File: src/design/spmr_pkg.sv
`timescale 1ns / 1ps
// Package for the shuffled Park-Miller generator: widths, constants,
// controller state type and the controller-to-datapath command bundle.
// No dependencies.
package spmr_pkg;

    localparam int TABLE_SIZE = 32;
    localparam int VAL_W      = 31;
    localparam int MULT_W     = 15;
    localparam int PROD_W     = VAL_W + MULT_W;
    localparam int IDX_W      = $clog2(TABLE_SIZE);
    localparam int WARM_STEPS = TABLE_SIZE + 8;
    localparam int CNT_W      = $clog2(WARM_STEPS);
    // slot = last_output / (1 + (M - 1) / TABLE_SIZE), a shift for power-of-two tables
    localparam int SLOT_SHIFT = VAL_W - IDX_W;

    localparam logic [MULT_W-1:0] MULTIPLIER = MULT_W'(16807);
    localparam logic [VAL_W-1:0]  MODULUS    = VAL_W'(2147483647);
    localparam logic [VAL_W-1:0]  SEED_RESET = VAL_W'(1931);
    localparam logic [VAL_W-1:0]  SEED_ONE   = VAL_W'(1);
    localparam logic [CNT_W-1:0]  STEP_FIRST = CNT_W'(WARM_STEPS - 1);
    localparam logic [CNT_W-1:0]  STEP_TABLE = CNT_W'(TABLE_SIZE);

    typedef enum logic [2:0] {
        ST_IDLE,
        ST_LOAD,
        ST_WMUL,
        ST_WRED,
        ST_MUL,
        ST_RED
    } state_t;

    typedef struct packed {
        logic             load_seed;
        logic             mul_en;
        logic             red_en;
        logic             warm_wr;
        logic             warm_last;
        logic             draw_rd;
        logic             draw_fin;
        logic [CNT_W-1:0] step;
    } cmd_t;

endpackage

File: src/design/spmr_if.sv
`timescale 1ns / 1ps
// Valid/ready channel interfaces for requests and results.
// Depends on spmr_pkg.
interface spmr_req_if;
    logic valid;
    logic ready;
    logic reseed;

    modport source (output valid, output reseed, input ready);
    modport sink (input valid, input reseed, output ready);
endinterface

interface spmr_rsp_if;
    logic                      valid;
    logic                      ready;
    logic [spmr_pkg::VAL_W-1:0] random_value;

    modport source (output valid, output random_value, input ready);
    modport sink (input valid, input random_value, output ready);
endinterface

File: src/design/spmr_ram.sv
`timescale 1ns / 1ps
// Generic single-write, single-read RAM with registered read data.
// No dependencies.
module spmr_ram #(
    parameter int WIDTH = 31,
    parameter int DEPTH = 32
) (
    input  logic                     clk,
    input  logic                     wr_en,
    input  logic [$clog2(DEPTH)-1:0] wr_addr,
    input  logic [WIDTH-1:0]         wr_data,
    input  logic                     rd_en,
    input  logic [$clog2(DEPTH)-1:0] rd_addr,
    output logic [WIDTH-1:0]         rd_data
);

    logic [WIDTH-1:0] mem [DEPTH];

    always_ff @(posedge clk)
    begin
        if (wr_en)
        begin
            mem[wr_addr] <= wr_data;
        end
        if (rd_en)
        begin
            rd_data <= mem[rd_addr];
        end
    end

endmodule

File: src/design/spmr_ctrl.sv
`timescale 1ns / 1ps
// Controller: sequences warm-up and draws, owns the handshakes.
// Depends on spmr_pkg and spmr_if.
module spmr_ctrl (
    input  logic            clk,
    input  logic            rst_n,
    spmr_req_if.sink        req,
    input  logic            rsp_ready,
    output logic            rsp_valid,
    output spmr_pkg::cmd_t  cmd
);

    spmr_pkg::state_t            state_reg, state_next;
    logic [spmr_pkg::CNT_W-1:0]  step_reg, step_next;
    logic                        seeded_reg, seeded_next;
    logic                        rsp_valid_reg, rsp_valid_next;

    always_ff @(posedge clk or negedge rst_n)
    begin
        if (!rst_n)
        begin
            state_reg     <= spmr_pkg::ST_IDLE;
            step_reg      <= '0;
            seeded_reg    <= 1'b0;
            rsp_valid_reg <= 1'b0;
        end
        else
        begin
            state_reg     <= state_next;
            step_reg      <= step_next;
            seeded_reg    <= seeded_next;
            rsp_valid_reg <= rsp_valid_next;
        end
    end

    assign rsp_valid = rsp_valid_reg;

    always_comb
    begin
        state_next     = state_reg;
        step_next      = step_reg;
        seeded_next    = seeded_reg;
        rsp_valid_next = rsp_valid_reg && !rsp_ready;
        req.ready      = 1'b0;
        cmd            = '0;
        cmd.step       = step_reg;

        unique case (state_reg)
            spmr_pkg::ST_IDLE:
            begin
                req.ready = 1'b1;
                if (req.valid)
                begin
                    state_next = (req.reseed || !seeded_reg) ? spmr_pkg::ST_LOAD
                                                             : spmr_pkg::ST_MUL;
                end
            end
            spmr_pkg::ST_LOAD:
            begin
                cmd.load_seed = 1'b1;
                step_next     = spmr_pkg::STEP_FIRST;
                state_next    = spmr_pkg::ST_WMUL;
            end
            spmr_pkg::ST_WMUL:
            begin
                cmd.mul_en = 1'b1;
                state_next = spmr_pkg::ST_WRED;
            end
            spmr_pkg::ST_WRED:
            begin
                cmd.red_en  = 1'b1;
                cmd.warm_wr = (step_reg < spmr_pkg::STEP_TABLE);
                if (step_reg == '0)
                begin
                    cmd.warm_last = 1'b1;
                    seeded_next   = 1'b1;
                    state_next    = spmr_pkg::ST_MUL;
                end
                else
                begin
                    step_next  = step_reg - spmr_pkg::CNT_W'(1);
                    state_next = spmr_pkg::ST_WMUL;
                end
            end
            spmr_pkg::ST_MUL:
            begin
                cmd.mul_en  = 1'b1;
                cmd.draw_rd = 1'b1;
                state_next  = spmr_pkg::ST_RED;
            end
            spmr_pkg::ST_RED:
            begin
                // hold here while the previous result is still unread
                if (!rsp_valid_reg || rsp_ready)
                begin
                    cmd.red_en     = 1'b1;
                    cmd.draw_fin   = 1'b1;
                    rsp_valid_next = 1'b1;
                    state_next     = spmr_pkg::ST_IDLE;
                end
            end
            default:
            begin
                state_next = spmr_pkg::ST_IDLE;
            end
        endcase
    end

endmodule

File: src/design/spmr_dp.sv
`timescale 1ns / 1ps
// Datapath: seed register, Lehmer multiply and Mersenne reduction,
// last-output register, shuffle table RAM and result register.
// Depends on spmr_pkg and spmr_ram.
module spmr_dp (
    input  logic                        clk,
    input  logic                        rst_n,
    input  logic                        seed_value_wr_en,
    input  logic [spmr_pkg::VAL_W-1:0]  seed_value_wr_data,
    input  spmr_pkg::cmd_t              cmd,
    output logic [spmr_pkg::VAL_W-1:0]  random_value
);

    logic [spmr_pkg::VAL_W-1:0]  seed_reg;
    logic [spmr_pkg::VAL_W-1:0]  gen_reg, gen_next;
    logic [spmr_pkg::PROD_W-1:0] prod_reg;
    logic [spmr_pkg::VAL_W-1:0]  last_reg;
    logic [spmr_pkg::VAL_W-1:0]  out_reg;
    logic [spmr_pkg::VAL_W:0]    fold;
    logic [spmr_pkg::VAL_W-1:0]  red;
    logic [spmr_pkg::VAL_W-1:0]  seed_eff;
    logic [spmr_pkg::IDX_W-1:0]  slot;
    logic                        ram_wr_en;
    logic [spmr_pkg::IDX_W-1:0]  ram_wr_addr;
    logic [spmr_pkg::VAL_W-1:0]  ram_rd_data;

    always_ff @(posedge clk or negedge rst_n)
    begin
        if (!rst_n)
        begin
            seed_reg <= spmr_pkg::SEED_RESET;
        end
        else if (seed_value_wr_en)
        begin
            seed_reg <= seed_value_wr_data;
        end
    end

    // zero and 2^31-1 would lock the generator at zero
    assign seed_eff = (seed_reg == '0 || seed_reg == spmr_pkg::MODULUS) ? spmr_pkg::SEED_ONE
                                                                         : seed_reg;

    // 2^31 == 1 mod M, so fold the high part onto the low part
    assign fold = {1'b0, prod_reg[spmr_pkg::VAL_W-1:0]}
                + (spmr_pkg::VAL_W + 1)'(prod_reg[spmr_pkg::PROD_W-1:spmr_pkg::VAL_W]);
    assign red  = (fold >= {1'b0, spmr_pkg::MODULUS})
                ? spmr_pkg::VAL_W'(fold - {1'b0, spmr_pkg::MODULUS})
                : fold[spmr_pkg::VAL_W-1:0];

    assign slot = last_reg[spmr_pkg::VAL_W-1:spmr_pkg::SLOT_SHIFT];

    always_comb
    begin
        gen_next = gen_reg;
        if (cmd.load_seed)
        begin
            gen_next = seed_eff;
        end
        else if (cmd.red_en)
        begin
            gen_next = red;
        end
    end

    always_ff @(posedge clk)
    begin
        gen_reg <= gen_next;
        if (cmd.mul_en)
        begin
            prod_reg <= spmr_pkg::PROD_W'(gen_reg)
                      * spmr_pkg::PROD_W'(spmr_pkg::MULTIPLIER);
        end
        if (cmd.warm_last)
        begin
            last_reg <= red;
        end
        else if (cmd.draw_fin)
        begin
            last_reg <= ram_rd_data;
            out_reg  <= ram_rd_data;
        end
    end

    assign ram_wr_en   = cmd.warm_wr || cmd.draw_fin;
    assign ram_wr_addr = cmd.draw_fin ? slot : cmd.step[spmr_pkg::IDX_W-1:0];

    spmr_ram #(
        .WIDTH (spmr_pkg::VAL_W),
        .DEPTH (spmr_pkg::TABLE_SIZE)
    ) u_table (
        .clk     (clk),
        .wr_en   (ram_wr_en),
        .wr_addr (ram_wr_addr),
        .wr_data (red),
        .rd_en   (cmd.draw_rd),
        .rd_addr (slot),
        .rd_data (ram_rd_data)
    );

    assign random_value = out_reg;

endmodule

File: src/design/shuffled_park_miller_rng_top.sv
`timescale 1ns / 1ps
// Top level of the shuffled Park-Miller generator.
// Depends on spmr_pkg, spmr_if, spmr_ctrl, spmr_dp.
//
// Usage:
//   req channel (valid/ready) carries one item per draw; reseed = 1 reloads
//   the generator from the seed and refills the 32-entry shuffle table first.
//   rsp channel (valid/ready) returns one 31-bit random_value per item.
//   seed_value_wr_en / seed_value_wr_data write the seed; it takes effect at
//   the next reseed. Write it only while the block is idle.
// Sequence:
//   A plain draw multiplies with the table read, then folds with write-back
//   and raises the result; the controller then returns to the accept state,
//   so a new item is taken only once the previous one has finished.
//   A reseed first loads the seed, then runs forty multiply/fold steps of the
//   shared Lehmer unit, the last 32 filling the table RAM one entry per step.
// Reset:
//   Seed returns to 1931 and the generator is unseeded, so the first item
//   after reset always runs the warm-up whatever reseed says.
// Stalls:
//   A new item is accepted while a result waits; that item then holds in its
//   final step until the waiting result has been taken.
module shuffled_park_miller_rng_top (
    input  logic                        clk,
    input  logic                        rst_n,
    spmr_req_if.sink                    req,
    spmr_rsp_if.source                  rsp,
    input  logic                        seed_value_wr_en,
    input  logic [spmr_pkg::VAL_W-1:0]  seed_value_wr_data
);

    spmr_pkg::cmd_t cmd;

    spmr_ctrl u_ctrl (
        .clk       (clk),
        .rst_n     (rst_n),
        .req       (req),
        .rsp_ready (rsp.ready),
        .rsp_valid (rsp.valid),
        .cmd       (cmd)
    );

    spmr_dp u_dp (
        .clk                (clk),
        .rst_n              (rst_n),
        .seed_value_wr_en   (seed_value_wr_en),
        .seed_value_wr_data (seed_value_wr_data),
        .cmd                (cmd),
        .random_value       (rsp.random_value)
    );

endmodule

File: src/flat_wrapper.sv
// flat-port wrapper written by rule: the top's interface ports become plain ports
module shuffled_park_miller_rng_top_flat 
  (clk, rst_n, seed_value_wr_en, seed_value_wr_data, req_valid, req_reseed, req_ready, rsp_valid, rsp_random_value, rsp_ready);
  spmr_req_if req_i ();
  spmr_rsp_if rsp_i ();
  input  logic clk;
  input  logic rst_n;
  input  logic seed_value_wr_en;
  input  logic [spmr_pkg::VAL_W-1:0] seed_value_wr_data;
  input wire logic [$bits(req_i.valid)-1:0] req_valid;
  input wire logic [$bits(req_i.reseed)-1:0] req_reseed;
  output wire logic [$bits(req_i.ready)-1:0] req_ready;
  output wire logic [$bits(rsp_i.valid)-1:0] rsp_valid;
  output wire logic [$bits(rsp_i.random_value)-1:0] rsp_random_value;
  input wire logic [$bits(rsp_i.ready)-1:0] rsp_ready;
  assign req_i.valid = req_valid;
  assign req_i.reseed = req_reseed;
  assign req_ready = req_i.ready;
  assign rsp_valid = rsp_i.valid;
  assign rsp_random_value = rsp_i.random_value;
  assign rsp_i.ready = rsp_ready;
  shuffled_park_miller_rng_top u_core (.clk(clk), .rst_n(rst_n), .req(req_i), .rsp(rsp_i), .seed_value_wr_en(seed_value_wr_en), .seed_value_wr_data(seed_value_wr_data));
endmodule
File: config.mk
export PLATFORM = sky130hd
export DESIGN_NAME = shuffled_park_miller_rng_top_flat
export DESIGN_NICKNAME = d
export VERILOG_FILES = /design/src/design/spmr_pkg.sv /design/src/design/spmr_if.sv /design/src/design/spmr_ram.sv /design/src/design/spmr_ctrl.sv /design/src/design/spmr_dp.sv /design/src/design/shuffled_park_miller_rng_top.sv /design/src/flat_wrapper.sv
export SDC_FILE = /design/constraint.sdc
export NUM_CORES = 2
export LEC_CHECK = 0
export ABC_CLOCK_PERIOD_IN_PS = 15200
export BUFFER_PORTS_ARGS = -buffer_cell sky130_fd_sc_hd__buf_2
export CORE_MARGIN = 8
export CORE_UTILIZATION = 50
export DETAILED_ROUTE_END_ITERATION = 10
export HOLD_SLACK_MARGIN = 0.06
export PLACE_DENSITY = 0.71
export SLEW_MARGIN = 10
export SYNTH_ARGS = -nofsm -noshare
export SYNTH_HDL_FRONTEND = slang
export SYNTH_SLANG_ARGS = --single-unit
File: constraint.sdc
create_clock -name clk -period 15.2 [get_ports clk]
set_input_delay 1.52 -clock clk [delete_from_list [all_inputs] [get_ports clk]]
set_output_delay 1.52 -clock clk [all_outputs]
set_load 0.05 [all_outputs]
==> impl_metrics.yaml <==
floorplanning:
  fp-row-count: 121
  die_w_um: 346
  start_util: 0.502
  die_area_um2: 120000
  ios: 70
  die_y_um: 346
  core_um2: 108000
route:
  dr.pass1.iters: 5
  drc_errors: 0
  drt_iter0_drc: 3007
  vias: 29200
  ant_nets: 0
  vias_per_cell: 6.18
  wl_per_cell_um: 28.4
  routed_wl_mm: 134
global_route:
  grt_pass1_vias: 30100
  grt_pass1_wl_mm: 200
  track_usage: 0.223
  antenna_found_initial: 1
  grt_remaining_overflow: 0
  grt_max_degree: 110
min_path:
  holdPathStages: 0
  holdPathEnd: "u_core.u_dp.random_value[23]$_DFFE_PP_"
  hp-class: "reg2reg"
  hp-start: "u_core.u_dp.u_table.rd_data[23]$_DFFE_PP_"
sta:
  worstMarginPinSlew_ns: 1.27
  finalHoldViolCount: 0
  setup_violations: 0
  finalCritPeriodShare: 0.435
  slew_headroom: 0.150
  slew_viol_final: 0
  max_freq_mhz: 151
  hold-worst-slack_ns: 0.414
  fin_crit_ns: 6.61
  fin_tns_setup_ns: 0
  rsz0062_at_grt: "false"
  clock_skew_ns: 0.0368
setup_path:
  end_kind: "register"
  crit_path_start_kind: "register"
  path_class: "reg2reg"
  r2r-end: "u_core.u_dp.prod_reg[40]$_DFFE_PN_"
  regToRegSetupSlack_ns: 8.59
  cp_max_fo: 5
  r2r_cells: 23
  required_ns: 15.64
  timing.rr.start: "u_core.u_dp.gen_reg[13]$_DFFE_PP_"
  arrival_ns: 7.05
pwr:
  power_leakage_nw: 21.4
  total_power_w: 0.0109
  power_density_nw_per_um2: 179
  peakVddDrop_mv: 0.214
synth:
  ys_types: 88
  synthesis.nets: 3437
  ys_ff_latch: 1178
  netlist_area_um2: 54400
  yosys_warnings: 0
  async_flop_share: 0.0357
  synth_top_area_frac: 0.627
  yosys.area.top_type: "edfxtp_1"
  avgSynthCellArea_um2: 17.8
  synth_edf_count: 1136
  synth_top_cells_by_area: "edfxtp_1 63%, mux4_2 13%, fa_1 4.9%, ha_1 4.7%, inv_1 2.1%"
  seq_area_frac_synth: 0.647
  ys.flop_type: "edfxtp_1"
  syn-instance-count: 3062
layout:
  layout.cells.most_common_list: "1,136 x edfxtp_1, 310 x mux4_2, 309 x inv_1, 204 x ha_1, 134 x fa_1"
  n_antenna_cell: 0
  nets: 3585
  final_common_cell: "edfxtp_1"
  largest_reg_flops: 992
  drive_gt1_frac: 0.237
  syn2layout_area_growth_pct: 12.1
clock_network:
  insertion_delay_ns: 0.71
  cts_made_buffers: 115
  cts_setup_buffers: 0
  htree_levels: 3
  cts_resized: 0
  cts_hold_buffers: 0
  cts_tree: "done"
  clk_pin_slew_ns: 0.07
  clk_path_buf_depth: 3
  cts-root-buf: "clkbuf_16"
  cts.sinks: 1178
placed_design:
  gp_congestion: 0.920
  port_buffers: 69
  hpwl_mm: 81.1
status:
  outcome: "finished clean"
run:
  drv_cap: 0
## routing by layer
layer  vias to the layer above  routed length, um  global-route usage  share of wire
met5                         -                  0                   0              0
met2                      1368              63900               0.358           0.48
met3                       204              11500              0.0433          0.085
met1                     15400              56000               0.319           0.42
met4                         0               2970              0.0521          0.022
li1                      12200                  -                   -              -
## report_power, final
| group | total, W | switching, W | internal, W | leakage [nW] |
|---|---|---|---|---|
| clock | 0.00286 | 0.00123 | 0.00163 | 1.85 |
| combinational | 0.00302 | 0.00232 | 0.000698 | 8.77 |
| sequential | 0.00502 | 0.000111 | 0.00491 | 10.7 |
## synth_stat cells, drive strengths merged (4+ instances only)
library cell     n
edfxtp        1136
inv            310
mux4           310
ha             204
fa             134
nor2           112
nand2           82
clkbuf          79
mux2            64
a21oi           61
o21ai           52
xnor2           48
nand3           41
a21o            36
dfrtp           35
xor2            32
buf             31
nor3            26
nand4           23
o31ai           22
nor4            20
and3            15
a31oi           14
nand2b          13
o211ai          11
o21a            11
o21bai          10
or4             10
nor2b            8
or3              8
and4             7
dfstp            7
a211oi           6
or2              6
a2111oi          5
nand3b           5
a21boi           4
a221oi           4
a222oi           4
a22oi            4
a31o             4
and2             4
nor3b            4
o311ai           4
## logic make-up after synthesis
logic type,synth area share
DFF,0.647
buffers and inverters,0.0292
and+or+nand+nor,0.0369
muxes,0.142
AOI/OAI and AO/OA,0.0358
adders and majority gates,0.0963
xor gates and xnor gates,0.0130
## worst max-delay path: stages (launching register included)
cell and delay [ns]:
edfxtp_1 0.45, inv_1 0.16, fa_1 0.56, inv_1 0.05, ha_1 0.29, fa_1 0.51, inv_1 0.06, fa_1 0.54
inv_1 0.05, fa_1 0.48, inv_1 0.05, fa_1 0.47, inv_1 0.04, ha_1 0.33, and3_1 0.22, and3_1 0.22
and3_1 0.17, nand3_1 0.16, a211oi_1 0.44, a21oi_1 0.22, o31ai_1 0.50, nand2b_1 0.10, a21oi_1 0.18, xor2_1 0.09
## final cells by class
type                            count  area (um2)
Clock buffer                      140        2990
Fill cell                        8146       47400
Timing Repair Buffer              141         898
Sequential cell                  1178       35200
Inverter                          311        1170
Multi-Input combinational cell   1463       18100
Clock inverter                     77         832
Tap cell                         1414        1770
## per-stage QoR
stage	setup WS (ns)	utilization	instance area [um2]	cells
2_1_floorplan	9.33	-	54400	3062
3_3_place_gp	8.80	0.526	57100	4507
6_report	8.59	0.562	61000	4724
5_1_grt	8.24	0.562	61000	4724
4_1_cts	8.64	0.562	60900	4724
3_5_place_dp	8.70	0.526	57100	4507
## worst max-delay path by stage
stage                                           start                            endpoint  slack [ns]  cells past startpoint
finish              u_core.u_dp.gen_reg[13]$_DFFE_PP_  u_core.u_dp.prod_reg[40]$_DFFE_PN_        8.59                     23
CTS                 u_core.u_dp.gen_reg[13]$_DFFE_PP_  u_core.u_dp.prod_reg[40]$_DFFE_PN_        8.64                     23
detailed placement  u_core.u_dp.gen_reg[13]$_DFFE_PP_  u_core.u_dp.prod_reg[43]$_DFFE_PN_        8.70                     23
floorplan           u_core.u_dp.gen_reg[13]$_DFFE_PP_  u_core.u_dp.prod_reg[43]$_DFFE_PN_        9.33                     23
global route        u_core.u_dp.gen_reg[13]$_DFFE_PP_  u_core.u_dp.prod_reg[40]$_DFFE_PN_        8.24                     23
global placement    u_core.u_dp.gen_reg[13]$_DFFE_PP_  u_core.u_dp.prod_reg[40]$_DFFE_PN_        8.80                     23
(Power assumes the default switching activity.)
